File: src/rtl/core/lsdm_ram.sv
// Generic single-port-write, single-port-read RAM with registered read data.
`default_nettype none
module lsdm_ram #(
  parameter int unsigned WIDTH = 32,
  parameter int unsigned DEPTH = 32
) (
  input  wire logic                     clk_i,
  input  wire logic                     we_i,
  input  wire logic [$clog2(DEPTH)-1:0] waddr_i,
  input  wire logic [WIDTH-1:0]         wdata_i,
  input  wire logic [$clog2(DEPTH)-1:0] raddr_i,
  output logic      [WIDTH-1:0]         rdata_o
);

  logic [WIDTH-1:0] mem_q [DEPTH];

  always_ff @(posedge clk_i) begin
    if (we_i) begin
      mem_q[waddr_i] <= wdata_i;
    end
    rdata_o <= mem_q[raddr_i];
  end

endmodule
`default_nettype wire

File: config.mk
export PLATFORM = sky130hd
export DESIGN_NAME = lsdm_ram
export DESIGN_NICKNAME = d
export VERILOG_FILES = /design/src/rtl/core/lsdm_ram.sv
export SDC_FILE = /design/constraint.sdc
export NUM_CORES = 1
export LEC_CHECK = 0
export BUFFER_PORTS_ARGS = -buffer_cell sky130_fd_sc_hd__buf_4
export CAP_MARGIN = 20
export CORE_MARGIN = 4
export CORE_UTILIZATION = 40
export CTS_CLUSTER_SIZE = 8
export DETAILED_ROUTE_END_ITERATION = 6
export PLACE_DENSITY = 0.55
export SYNTH_ARGS = -nofsm -noshare
export SYNTH_HDL_FRONTEND = slang
export SYNTH_SLANG_ARGS = --single-unit
export TNS_END_PERCENT = 30
File: constraint.sdc
create_clock -name clk_i -period 3.5 [get_ports clk_i]
set_clock_uncertainty 0.2 [all_clocks]
set_input_delay 0.35 -clock clk_i [delete_from_list [all_inputs] [get_ports clk_i]]
set_output_delay 0.35 -clock clk_i [all_outputs]
set_load 0.1 [all_outputs]
==> impl_results.rst <==
.. list-table::
   :header-rows: 1

   * - Metric
     - Value
   * - Max rail drop VDD
     - 0.000344 V
   * - Total Routed Length
     - 105 mm
   * - Final setup viols
     - 0
   * - Launching element type of the critical path
     - input port
   * - Mux contribution to synthesized area
     - 12.7%
   * - Portion of total power attributed to sequential cells
     - 48.2%
   * - Run status
     - finished, final reports clean
   * - WHS
     - 114 ps
   * - CTS root buf
     - sky130_fd_sc_hd__clkbuf_16
   * - Hold Path Origin
     - raddr_i[1]
   * - Static leakage power
     - 16.8 nW
   * - Placeable core area
     - 100000 um2
   * - Ranking of synthesized cells by area
     - sky130_fd_sc_hd__edfxtp_1, sky130_fd_sc_hd__mux2i_1, sky130_fd_sc_hd__a22oi_1, sky130_fd_sc_hd__dfxtp_1, sky130_fd_sc_hd__a22o_1
   * - Pwr/cell area
     - 609 nW/um2
   * - Psw
     - 6.59 mW
   * - Worst slew margin relative to its limit
     - 46.8%
   * - Total vias in the final route
     - 21400
   * - Count of yosys warnings during synthesis
     - 0
   * - CP cell instances
     - dlygate4sd3_1, buf_4, and2_4, buf_12, buf_12, a22o_1, nor3_1, a31oi_1, nand3_1
   * - Global-route wire length before repair
     - 152 mm
   * - Final Wtd Congestion
     - 0.755
   * - Die footprint
     - 106000 um2
   * - Number of levels the H-tree was split into
     - 4
   * - Cell seen most often among critical-path stages
     - sky130_fd_sc_hd__buf_12
   * - Met1 routed wirelength after detailed routing
     - 46.9 mm
   * - Worst hold path type
     - in -> reg
   * - Max incr delay on CP
     - 530 ps
   * - R2R depth
     - 5
   * - Combined area of all synthesized cells
     - 40500 um2
   * - I/O pins
     - 76
   * - Buffers from clock root to sink, at most
     - 3
   * - Top cells by count, synth
     - sky130_fd_sc_hd__edfxtp_1, sky130_fd_sc_hd__mux2i_1, sky130_fd_sc_hd__nand2_1, sky130_fd_sc_hd__nand3_1
   * - Critical path arrival
     - 2700 ps
   * - Slew of the pin with the lowest slew margin
     - 798 ps
   * - Sequential area share after synthesis
     - 77.5%
   * - Clock sink count
     - 1056
   * - FF-to-FF setup slack
     - 1860 ps
   * - Routed length on met2
     - 51.0 mm
   * - Pin count of the biggest net entering global routing
     - 53
   * - Most area-hungry cell type in the Yosys netlist
     - sky130_fd_sc_hd__edfxtp_1
   * - Minimum setup slack after placement
     - 889 ps
   * - Buffers inserted by post-CTS timing repair
     - 0
   * - Highest attainable clock frequency
     - 427 MHz
   * - Antenna violations before repair
     - 3
   * - Port bufs
     - 75
   * - Final sum of negative setup slack
     - 0 ps
   * - Aggregate global routing overflow
     - 0
   * - Vias in the first global route
     - 21900
   * - Vias per Instance
     - 5.39
   * - Signed area change from the synthesized netlist to the final layout
     - 19.1%
   * - Number of instances in the synthesized netlist
     - 2260
   * - Sw frac
     - 22.4%
   * - Compound-gate portion of the synthesized area
     - 4.85%
   * - Area share of xor/xnor cells in the synthesized design
     - 0%
   * - Number of placement rows
     - 116
   * - Met3 routed WL
     - 5.04 mm
   * - Fraction of the mapped netlist area in simple logic gates
     - 3.10%
   * - CP max-delay cell
     - sky130_fd_sc_hd__dlygate4sd3_1
   * - Reg2Reg Launch Point
     - mem_q[7][11]
   * - Number of buffers created by CTS
     - 150
   * - Residual DRC count
     - 0
   * - Combined global-route utilization of all metal layers
     - 19.6%
   * - Clock slew seen by the registers of the worst setup and hold paths
     - 50 ps
   * - Max FO, Critical Path
     - 32
   * - Required time reported for the critical path endpoint
     - 3860 ps
   * - Portion of total power attributed to the clock network
     - 45.7%
   * - Half-perimeter wire length after detailed placement
     - 56.1 mm
   * - Routed length per placed instance
     - 26.4 um
   * - Terminating pin of the worst hold path
     - rdata_o[27]
   * - ANT nets after route
     - 0
   * - Distinct cells, synth
     - 25
   * - Number of design-rule violations left by the first detailed-router iteration
     - 1741
   * - Crit end category
     - flip-flop
   * - Number of flops mapped to enable cells by yosys
     - 1024
   * - WHS Path Cells
     - 5
   * - Adder and majority cell fraction of the synthesized area
     - 0%
   * - Post-synthesis async set-or-reset flop share
     - 0%
   * - Die Ht
     - 326 um
   * - Total nets after synthesis
     - 2304
   * - Total internal power
     - 22.8 mW
   * - Count of state elements after synthesis
     - 1056
   * - Max-cap viol count
     - 0
   * - Relative contribution of combinational cells to total power
     - 6.1%
   * - Most frequent cell after synthesis
     - sky130_fd_sc_hd__edfxtp_1
   * - Number of detailed-routing iterations run before antenna repair
     - 5
   * - Endpoint of the lowest-slack register-to-register path
     - rdata_o[11]
   * - Worst path setup slack after routing
     - 1160 ps
   * - Layout filler cell count
     - 8353
   * - Largest delay contributor family on the critical path
     - buffers and inverters
   * - Combinational family with the most area after synthesis
     - multiplexers
   * - Period minus WS final
     - 2340 ps
   * - Top routing layer in use
     - met5
   * - Synth top area share
     - 76.0%
   * - CTS tree
     - yes
   * - Die span in x
     - 326 um
   * - Clock latency on the worst-skew pair
     - 740 ps
   * - Worst path bufs/invs
     - 4
   * - Number of nets in the final layout
     - 2543
   * - RSZ-0062 raised after global routing
     - no
   * - Final period util
     - 66.9%
   * - Hold Fails Final Rpt
     - 0
   * - Share of post-route cells with drive strength above 1
     - 15.0%
   * - Effective utilization at floorplan
     - 40.4%
   * - Final Slew Violations
     - 0
   * - Critical path start-end classification
     - in -> reg
   * - Synthesized area per cell
     - 17.9 um2
   * - Predominant post-synthesis flop cell
     - sky130_fd_sc_hd__edfxtp_1
[cell families after synthesis]
group	count (synthesis)
mux	512
compound gates	288
simple gates	277
buf+inv	127
flops	1056
[placed cells by master (no fill, tap or decap), types with 2 or more instances in the layout]
cell | Yosys | final
sky130_fd_sc_hd__a22oi_1 | 96 | 96
sky130_fd_sc_hd__a22o_1 | 64 | 64
sky130_fd_sc_hd__nor3_1 | 32 | 32
sky130_fd_sc_hd__nand3b_1 | 5 | 5
sky130_fd_sc_hd__nand2_1 | 98 | 97
sky130_fd_sc_hd__or3b_2 | 3 | 3
sky130_fd_sc_hd__inv_6 | 0 | 6
sky130_fd_sc_hd__diode_2 | 0 | 2
sky130_fd_sc_hd__nand2b_2 | 0 | 2
sky130_fd_sc_hd__edfxtp_1 | 1024 | 1024
sky130_fd_sc_hd__dfxtp_1 | 32 | 32
sky130_fd_sc_hd__nand3_1 | 98 | 98
sky130_fd_sc_hd__a31oi_1 | 32 | 32
sky130_fd_sc_hd__clkbuf_1 | 46 | 91
sky130_fd_sc_hd__clkbuf_16 | 0 | 152
sky130_fd_sc_hd__clkinv_16 | 0 | 4
sky130_fd_sc_hd__buf_4 | 33 | 145
sky130_fd_sc_hd__dlygate4sd3_1 | 0 | 34
sky130_fd_sc_hd__buf_12 | 0 | 34
sky130_fd_sc_hd__mux2i_1 | 512 | 512
sky130_fd_sc_hd__clkinv_8 | 0 | 3
sky130_fd_sc_hd__nor2_4 | 0 | 33
sky130_fd_sc_hd__a21oi_1 | 96 | 96
[layout make-up]
cell class | count | area (um2) | area share (%)
clock inverter | 14 | 251 | 0.521
timing repair buffer | 214 | 2120 | 4.40
antenna | 2 | 5.00 | 0.0104
clock buffer | 244 | 4160 | 8.62
sequential | 1056 | 31400 | 65.1
tap | 1357 | 1700 | 3.52
multi-input combinational | 1077 | 8610 | 17.8
[timing repair]
action                    in CTS  in global routing
gates resized for setup        0                  0
hold buffers                  34                  0
hold endpoints to repair    1026                  0
[worst max-delay path by stage]
stage	startpoint	to	cells past startpoint
2_1_floorplan	waddr_i[1]	mem_q[12][0]	3
3_3_place_gp	waddr_i[0]	mem_q[30][23]	4
3_5_place_dp	raddr_i[0]	rdata_o[22]	7
4_1_cts	raddr_i[2]	rdata_o[9]	9
5_1_grt	raddr_i[2]	rdata_o[9]	9
6_report	raddr_i[2]	rdata_o[9]	9
[power groups by stage]
stage	Clock [mW]	Combinational [mW]	Sequential, mW
floorplan	0	0.726	14.7
global placement	0	1.75	14.4
detailed placement	0	1.77	14.4
CTS	13.7	1.81	14.2
global route	14.3	1.90	14.2
finish	13.4	1.79	14.2
[stage by stage]
step	utilization, %	total power [mW]	cell area [um2]	std cells
global route	48.1	30.3	48200	3962
global placement	43.4	16.2	43500	3670
floorplan	-	15.5	40500	2260
detailed placement	43.4	16.2	43500	3670
finish	48.1	29.4	48200	3964
CTS	48.1	29.7	48200	3962
[state kept, by name, summed over array words and instances (netlist names)]
signal	cells
rdata_o	32
mem_q	1024
[worst min-delay path, delay by kind of cell]
family / cells / cell delay, ps
and+or+nand+nor: 3 / 370
AOI/OAI and AO/OA: 1 / 160
buffers and inverters: 1 / 120
[per-layer routing]
layer | track usage, % | vias up
li1 | - | 9500
met1 | 27.0 | 11200
met2 | 32.3 | 579
met3 | 3.46 | 133
met4 | 5.03 | 2
met5 | 0 | -
(Power assumes the default switching activity.)
