## config.mk

```make
export PLATFORM = sky130hd
export DESIGN_NAME = lsdm_mul
export DESIGN_NICKNAME = d
export VERILOG_FILES = /design/src/rtl/core/lsdm_pkg.sv /design/src/rtl/core/lsdm_mul.sv
export SDC_FILE = /design/constraint.sdc
export NUM_CORES = 2
export LEC_CHECK = 0
export BUFFER_PORTS_ARGS = -buffer_cell sky130_fd_sc_hd__buf_2
export CORE_MARGIN = 8
export CORE_UTILIZATION = 45
export CTS_BUF_LIST = sky130_fd_sc_hd__clkbuf_8
export DETAILED_ROUTE_END_ITERATION = 12
export SLEW_MARGIN = 20
export SYNTH_ARGS = -nofsm -noshare
export SYNTH_HDL_FRONTEND = slang
export SYNTH_SLANG_ARGS = --single-unit
```

## constraint.sdc

```tcl
create_clock -name clk_i -period 13.7 [get_ports clk_i]
set_input_delay 2.055 -clock clk_i [delete_from_list [all_inputs] [get_ports clk_i]]
set_output_delay 2.055 -clock clk_i [all_outputs]
set_load 0.05 [all_outputs]
```

## src/rtl/core/lsdm_pkg.sv

```systemverilog
// Shared types, constants and coefficient tables of the line sensor distortion map.
`default_nettype none
package lsdm_pkg;

  typedef enum logic [1:0] {
    REQ_LOAD = 2'd0,
    REQ_FWD  = 2'd1,
    REQ_INV  = 2'd2,
    REQ_RSVD = 2'd3
  } req_e;

  typedef enum logic [1:0] {
    STAT_OK      = 2'd0,
    STAT_OUTSIDE = 2'd1,
    STAT_LEFT    = 2'd2,
    STAT_NOCONV  = 2'd3
  } status_e;

  // Weight of a Legendre y factor evaluated at zero, in eighths.
  typedef enum logic [1:0] {
    PY_P8,
    PY_M4,
    PY_P3
  } py_e;

  typedef enum logic [1:0] {
    MU_IDLE,
    MU_PROD,
    MU_RND,
    MU_SAT
  } mul_state_e;

  typedef enum logic [3:0] {
    SQ_IDLE,
    SQ_UXS,
    SQ_TS,
    SQ_POW,
    SQ_PL,
    SQ_LT,
    SQ_LACC,
    SQ_S,
    SQ_RH,
    SQ_RF,
    SQ_RP,
    SQ_FX,
    SQ_OUT
  } seq_state_e;

  typedef struct packed {
    logic               start;
    logic signed [63:0] a;
    logic signed [63:0] b;
    logic [4:0]         sh;
  } mul_req_t;

  typedef struct packed {
    logic               done;
    logic signed [63:0] res;
  } mul_rsp_t;

  localparam int unsigned COEFF_DEPTH = 32;
  localparam int unsigned COEFF_AW    = 5;
  localparam int unsigned LEG_ACTIVE  = 11;
  localparam int unsigned RES_DEGREE  = 5;

  localparam logic [4:0] COL_BASE = 5'd20;
  localparam logic [4:0] ROW_BASE = 5'd25;

  localparam logic [4:0] SH_NONE = 5'd0;
  localparam logic [4:0] SH_HALF = 5'd1;
  localparam logic [4:0] SH_EIGHTH = 5'd3;
  localparam logic [4:0] SH_Q20 = 5'd20;
  localparam logic [4:0] SH_Q24 = 5'd24;
  localparam logic [4:0] SH_Q30 = 5'd30;

  localparam logic signed [63:0] ONE_Q30   = 64'sh0000_0000_4000_0000;
  localparam logic signed [63:0] TWO_P32   = 64'sh0000_0001_0000_0000;
  localparam logic [63:0]        MAG_LIM   = 64'h1000_0000_0000_0000;
  localparam logic signed [63:0] RECIP_PITCH = 64'sd1290555077;
  localparam logic signed [63:0] S_CENTER  = 64'sd2621964288;
  localparam logic signed [63:0] I32_MAX   = 64'sd2147483647;
  localparam logic signed [63:0] I32_MIN   = -64'sd2147483648;

  localparam logic [30:0] HW_RESET   = 31'd34078720;
  localparam logic [30:0] IHW_RESET  = 31'd33038210;
  localparam logic [19:0] PP_RESET   = 20'd13631;

  localparam logic [1:0] CFG_HW  = 2'd0;
  localparam logic [1:0] CFG_IHW = 2'd1;
  localparam logic [1:0] CFG_PP  = 2'd2;

  // Only the terms whose y factor is nonzero at y = 0 are visited.
  function automatic logic [4:0] leg_slot(input logic [3:0] idx);
    logic [4:0] r;
    case (idx)
      4'd0:    r = 5'd1;
      4'd1:    r = 5'd2;
      4'd2:    r = 5'd4;
      4'd3:    r = 5'd6;
      4'd4:    r = 5'd8;
      4'd5:    r = 5'd9;
      4'd6:    r = 5'd11;
      4'd7:    r = 5'd13;
      4'd8:    r = 5'd15;
      4'd9:    r = 5'd17;
      4'd10:   r = 5'd19;
      default: r = 5'd0;
    endcase
    return r;
  endfunction

  function automatic logic [2:0] leg_xdeg(input logic [3:0] idx);
    logic [2:0] r;
    case (idx)
      4'd0:    r = 3'd1;
      4'd1:    r = 3'd0;
      4'd2:    r = 3'd2;
      4'd3:    r = 3'd1;
      4'd4:    r = 3'd3;
      4'd5:    r = 3'd0;
      4'd6:    r = 3'd2;
      4'd7:    r = 3'd4;
      4'd8:    r = 3'd1;
      4'd9:    r = 3'd3;
      4'd10:   r = 3'd5;
      default: r = 3'd0;
    endcase
    return r;
  endfunction

  function automatic py_e leg_py(input logic [3:0] idx);
    py_e r;
    case (idx)
      4'd0, 4'd2, 4'd4, 4'd7, 4'd10: r = PY_P8;
      4'd1, 4'd3, 4'd6, 4'd9:        r = PY_M4;
      default:                       r = PY_P3;
    endcase
    return r;
  endfunction

endpackage
`default_nettype wire

```

## src/rtl/core/lsdm_mul.sv

```systemverilog
// Shared multiplier: 32x32 partial products, then rounding shift and magnitude saturation.
`default_nettype none
module lsdm_mul (
  input  wire logic              clk_i,
  input  wire logic              rst_ni,
  input  wire lsdm_pkg::mul_req_t req_i,
  output lsdm_pkg::mul_rsp_t     rsp_o
);

  lsdm_pkg::mul_state_e state_q, state_d;

  logic [63:0]        ma_q, mb_q;
  logic               neg_q;
  logic [4:0]         sh_q;
  logic [1:0]         step_q;
  logic [127:0]       acc_q;
  logic               hinz_q;
  logic [63:0]        lo_q;
  logic signed [63:0] res_q;
  logic               done_q;

  logic [63:0]  ma_in, mb_in;
  logic [31:0]  chunk_a, chunk_b;
  logic [63:0]  pp;
  logic [1:0]   pos;
  logic [127:0] pp_sh;
  logic [127:0] round_add, rounded, quot;
  logic [63:0]  mag;
  logic         a_hi, b_hi;
  logic [1:0]   nxt_step;
  logic         nxt_ok;

  assign ma_in = req_i.a[63] ? 64'(-req_i.a) : 64'(req_i.a);
  assign mb_in = req_i.b[63] ? 64'(-req_i.b) : 64'(req_i.b);

  assign chunk_a = step_q[1] ? ma_q[63:32] : ma_q[31:0];
  assign chunk_b = step_q[0] ? mb_q[63:32] : mb_q[31:0];
  assign pp      = chunk_a * chunk_b;
  assign pos     = {1'b0, step_q[1]} + {1'b0, step_q[0]};
  assign pp_sh   = {64'd0, pp} << {pos, 5'd0};

  assign round_add = (sh_q == 5'd0) ? 128'd0 : (128'd1 << (sh_q - 5'd1));
  assign rounded   = acc_q + round_add;
  assign quot      = rounded >> sh_q;
  assign mag       = (hinz_q || (lo_q > lsdm_pkg::MAG_LIM)) ? lsdm_pkg::MAG_LIM : lo_q;

  assign a_hi = |ma_q[63:32];
  assign b_hi = |mb_q[63:32];

  // Partial products with a zero upper half are skipped.
  always_comb begin
    nxt_step = step_q;
    nxt_ok   = 1'b0;
    for (int k = 3; k >= 1; k--) begin
      if ((2'(k) > step_q) && (!k[1] || a_hi) && (!k[0] || b_hi)) begin
        nxt_step = 2'(k);
        nxt_ok   = 1'b1;
      end
    end
  end

  always_comb begin
    state_d = state_q;
    case (state_q)
      lsdm_pkg::MU_IDLE: begin
        if (req_i.start) begin
          state_d = lsdm_pkg::MU_PROD;
        end
      end
      lsdm_pkg::MU_PROD: begin
        if (!nxt_ok) begin
          state_d = lsdm_pkg::MU_RND;
        end
      end
      lsdm_pkg::MU_RND: state_d = lsdm_pkg::MU_SAT;
      lsdm_pkg::MU_SAT: state_d = lsdm_pkg::MU_IDLE;
      default:          state_d = lsdm_pkg::MU_IDLE;
    endcase
  end

  always_ff @(posedge clk_i or negedge rst_ni) begin
    if (!rst_ni) begin
      state_q <= lsdm_pkg::MU_IDLE;
      done_q  <= 1'b0;
    end else begin
      state_q <= state_d;
      done_q  <= (state_q == lsdm_pkg::MU_SAT);
    end
  end

  always_ff @(posedge clk_i) begin
    case (state_q)
      lsdm_pkg::MU_IDLE: begin
        ma_q   <= ma_in;
        mb_q   <= mb_in;
        neg_q  <= req_i.a[63] ^ req_i.b[63];
        sh_q   <= req_i.sh;
        step_q <= 2'd0;
        acc_q  <= 128'd0;
      end
      lsdm_pkg::MU_PROD: begin
        acc_q  <= acc_q + pp_sh;
        step_q <= nxt_step;
      end
      lsdm_pkg::MU_RND: begin
        hinz_q <= |quot[127:64];
        lo_q   <= quot[63:0];
      end
      lsdm_pkg::MU_SAT: begin
        res_q <= neg_q ? -$signed(mag) : $signed(mag);
      end
      default: begin
        acc_q <= acc_q;
      end
    endcase
  end

  assign rsp_o.done = done_q;
  assign rsp_o.res  = res_q;

endmodule
`default_nettype wire

```

==> results.md <==
- Status: finished, final reports clean
- Vias in the first global route: 60373
- Die footprint: 165000 µm²
- Critical path required time: 14200 ps
- Multi-input gate area: 52000 µm²
- Routed WL: 255 mm
- Max cap viols: 0
- Avg Vias per Cell: 5.80
- Pre-CTS WS: 19.2 ps
- Post-synth top area cell: fa_1
- Maximum clock rate: 75.2 MHz
- Sequential fraction of the synthesis area: 0.173
- Final setup fails: 0
- CTS Buffer Depth: 3
- Slew @ Worst Pin: 1120 ps
- DR iter-0 viols: 5117
- Yosys reg bits: 396
- Chip Height: 406 µm
- CP max stage cell: fa_1
- Crit. End Element: register
- # IOs: 201
- Max_slew headroom: 0.251
- Most common cell on crit path: fa_1
- Initial Utilization: 0.452
- CTS Root Cell: clkbuf_8
- GRT overflow: 0
- DR vias: 59931
- Most frequent cell after synthesis: nor2_1
- Post-Syn Area: 68500 µm²
- Final hold violations: 0
- Largest net degree at the start of global routing: 84
- Post-synthesis net count: 9328
- Syn Area/Cell: 8.71 µm²
- Setup TNS: 0 ps
- Antenna-violating nets left: 0
- Cells after Synth: 7862
- Placement Rows: 143
- Reg area: 11900 µm²
- Final setup margin: 401 ps
- Ratio of cells with drive above 1 in the final layout: 0.126
- Synth warn: 0
- Critical Path Fanout Max: 25
- Clk pin slew, worst setup/hold paths: 60 ps
- Area contributors post-synth: fa_1 (26%), edfxtp_1 (17%), ha_1 (7.9%)
- Clk_skew: 46.3 ps
- DRC errors left: 0
- GRT Resource Usage Total: 0.302
- Die W: 406 µm
- Cts bufs inserted: 79
- CP Buf/Inv Count: 11
- Critical path class: reg2reg
- Yosys cell types: 93
- Post-synth EDFFs: 393
- Primary FF master, synth: edfxtp_1
- Final Net Count: 9701
- CP peak stage delay: 550 ps
- DR WL/cell: 24.7 µm
- Fill cells: 14440
- Synth cell count leaders: nor2_1 (1054), inv_1 (920), fa_1 (898)
- First-pass GRT wire length: 378 mm
- H-tree level count: 3
- 1st-pass router iterations: 5
- Final period demand of the worst path: 13300 ps
- Crit path max-delay family: compound AO/OA/AOI/OAI gates
- RD Place Congestion: 1.00
- Antenna violations before repair: 13
- CTS tree: yes
- Final HPWL DP: 215 mm
- Yosys top cell area share: 0.262
- P&R area growth vs syn: 11.8%
- Final Max Tran Viols: 0
- Hold Crit Class: reg2reg
- Ys async rst share: 0.00758
- I/O Buffers: 200
- # clock sinks: 396
- Startpoint Class: register
- CP arrival: 13800 ps
- Period utilization: 0.971
- Worst-Skew Late Latency: 790 ps
- Finished Core Util: 0.506
- CORE AREA: 152000 µm²
[layer usage]
| metal | routed length [µm] | track usage |
|---|---|---|
| met5 | 51 | 0 |
| met4 | 16000 | 0.157 |
| met1 | 101000 | 0.377 |
| met3 | 18200 | 0.0499 |
| met2 | 120000 | 0.505 |
[placed cells by master, fill, tap and decap left out, drive strengths merged, types with 33 or more instances in the layout]
| cell type | netlist | final |
|---|---|---|
| nor2b | 69 | 69 |
| o211ai | 37 | 37 |
| or3 | 71 | 71 |
| nand3 | 108 | 108 |
| nand2b | 63 | 63 |
| a21o | 118 | 118 |
| and2 | 79 | 79 |
| fa | 898 | 898 |
| o21a | 33 | 33 |
| inv | 920 | 940 |
| nor4 | 52 | 52 |
| mux2i | 287 | 287 |
| xor2 | 149 | 149 |
| o22ai | 44 | 44 |
| a21oi | 386 | 386 |
| buf | 53 | 695 |
| nand4 | 96 | 96 |
| ha | 432 | 432 |
| nor3 | 110 | 110 |
| clkbuf | 352 | 84 |
| edfxtp | 393 | 393 |
| nor2 | 1055 | 1055 |
| o21ai | 294 | 294 |
| or4 | 37 | 37 |
| and3 | 57 | 57 |
| o21bai | 50 | 50 |
| o31ai | 59 | 59 |
| nand2 | 838 | 838 |
| mux2 | 104 | 104 |
| xnor2 | 293 | 293 |
[state kept, by name, indices dropped and copies added (netlist names)]
signal	cells
lo_q	64
done_q	1
res_q	64
hinz_q	1
step_q	2
state_q	2
sh_q	5
ma_q	64
mb_q	64
acc_q	128
neg_q	1
[worst register-to-register path: cells and delay by family (launching register included)]
| kind | cells | cell delay, ps |
|---|---|---|
| AO/OA/AOI/OAI | 22 | 5090 |
| adder cells (fa/ha/maj) | 10 | 4100 |
| buffers and inverters | 11 | 1400 |
| AND/OR/NAND/NOR | 6 | 1000 |
| multiplexers | 2 | 590 |
| flip-flops | 1 | 530 |
| XOR/XNOR | 1 | 300 |
[stage by stage]
step	cells	cell area, µm²	hold slack, ps
finish	10331	76600	592
global route	10330	76600	621
CTS	10325	76400	588
detailed placement	10182	74800	575
global placement	10182	74800	568
floorplan	7862	68500	528
[logic make-up after synthesis]
family / synth area share
mux: 0.0630
compound gates: 0.115
buf+inv: 0.0729
flops: 0.173
other cells: 0.0000547
xor+xnor: 0.0565
fa+ha+maj: 0.341
simple gates: 0.178
[cell type report]
class,instances,area share
Clock inverter,61,0.00687
Clock buffer,82,0.0147
Antenna cell,4,0.000131
Tap cell,2030,0.0331
Timing Repair Buffer,697,0.0664
Inverter,921,0.0451
Multi-Input combinational cell,6140,0.679
Sequential cell,396,0.155
[final timing paths]
kind	startpoint	endpoint	slack (ps)	depth (start not counted)
worst min register to register	state_q[0]	state_q[0]	590	1
min in group asynchronous	rst_ni	state_q[0]	1080	1
worst max-delay path	step_q[0]	acc_q[125]	400	52
worst max register to register	step_q[0]	acc_q[125]	400	52
max in group asynchronous	rst_ni	done_q	12510	1
worst min-delay path	state_q[0]	state_q[0]	590	1
[repair_timing]
action / CTS / global route
hold buffers: 0 / 0
buffers inserted: 0 / 0
pin swaps: 0 / 2
setup endpoints to repair: 3 / 19
resized for setup: 1 / 35
gates cloned: 0 / 2
Power is left out: the tool's default activity adds up to more than one toggle a clock period on the data nets, which glitch-free logic cannot reach.
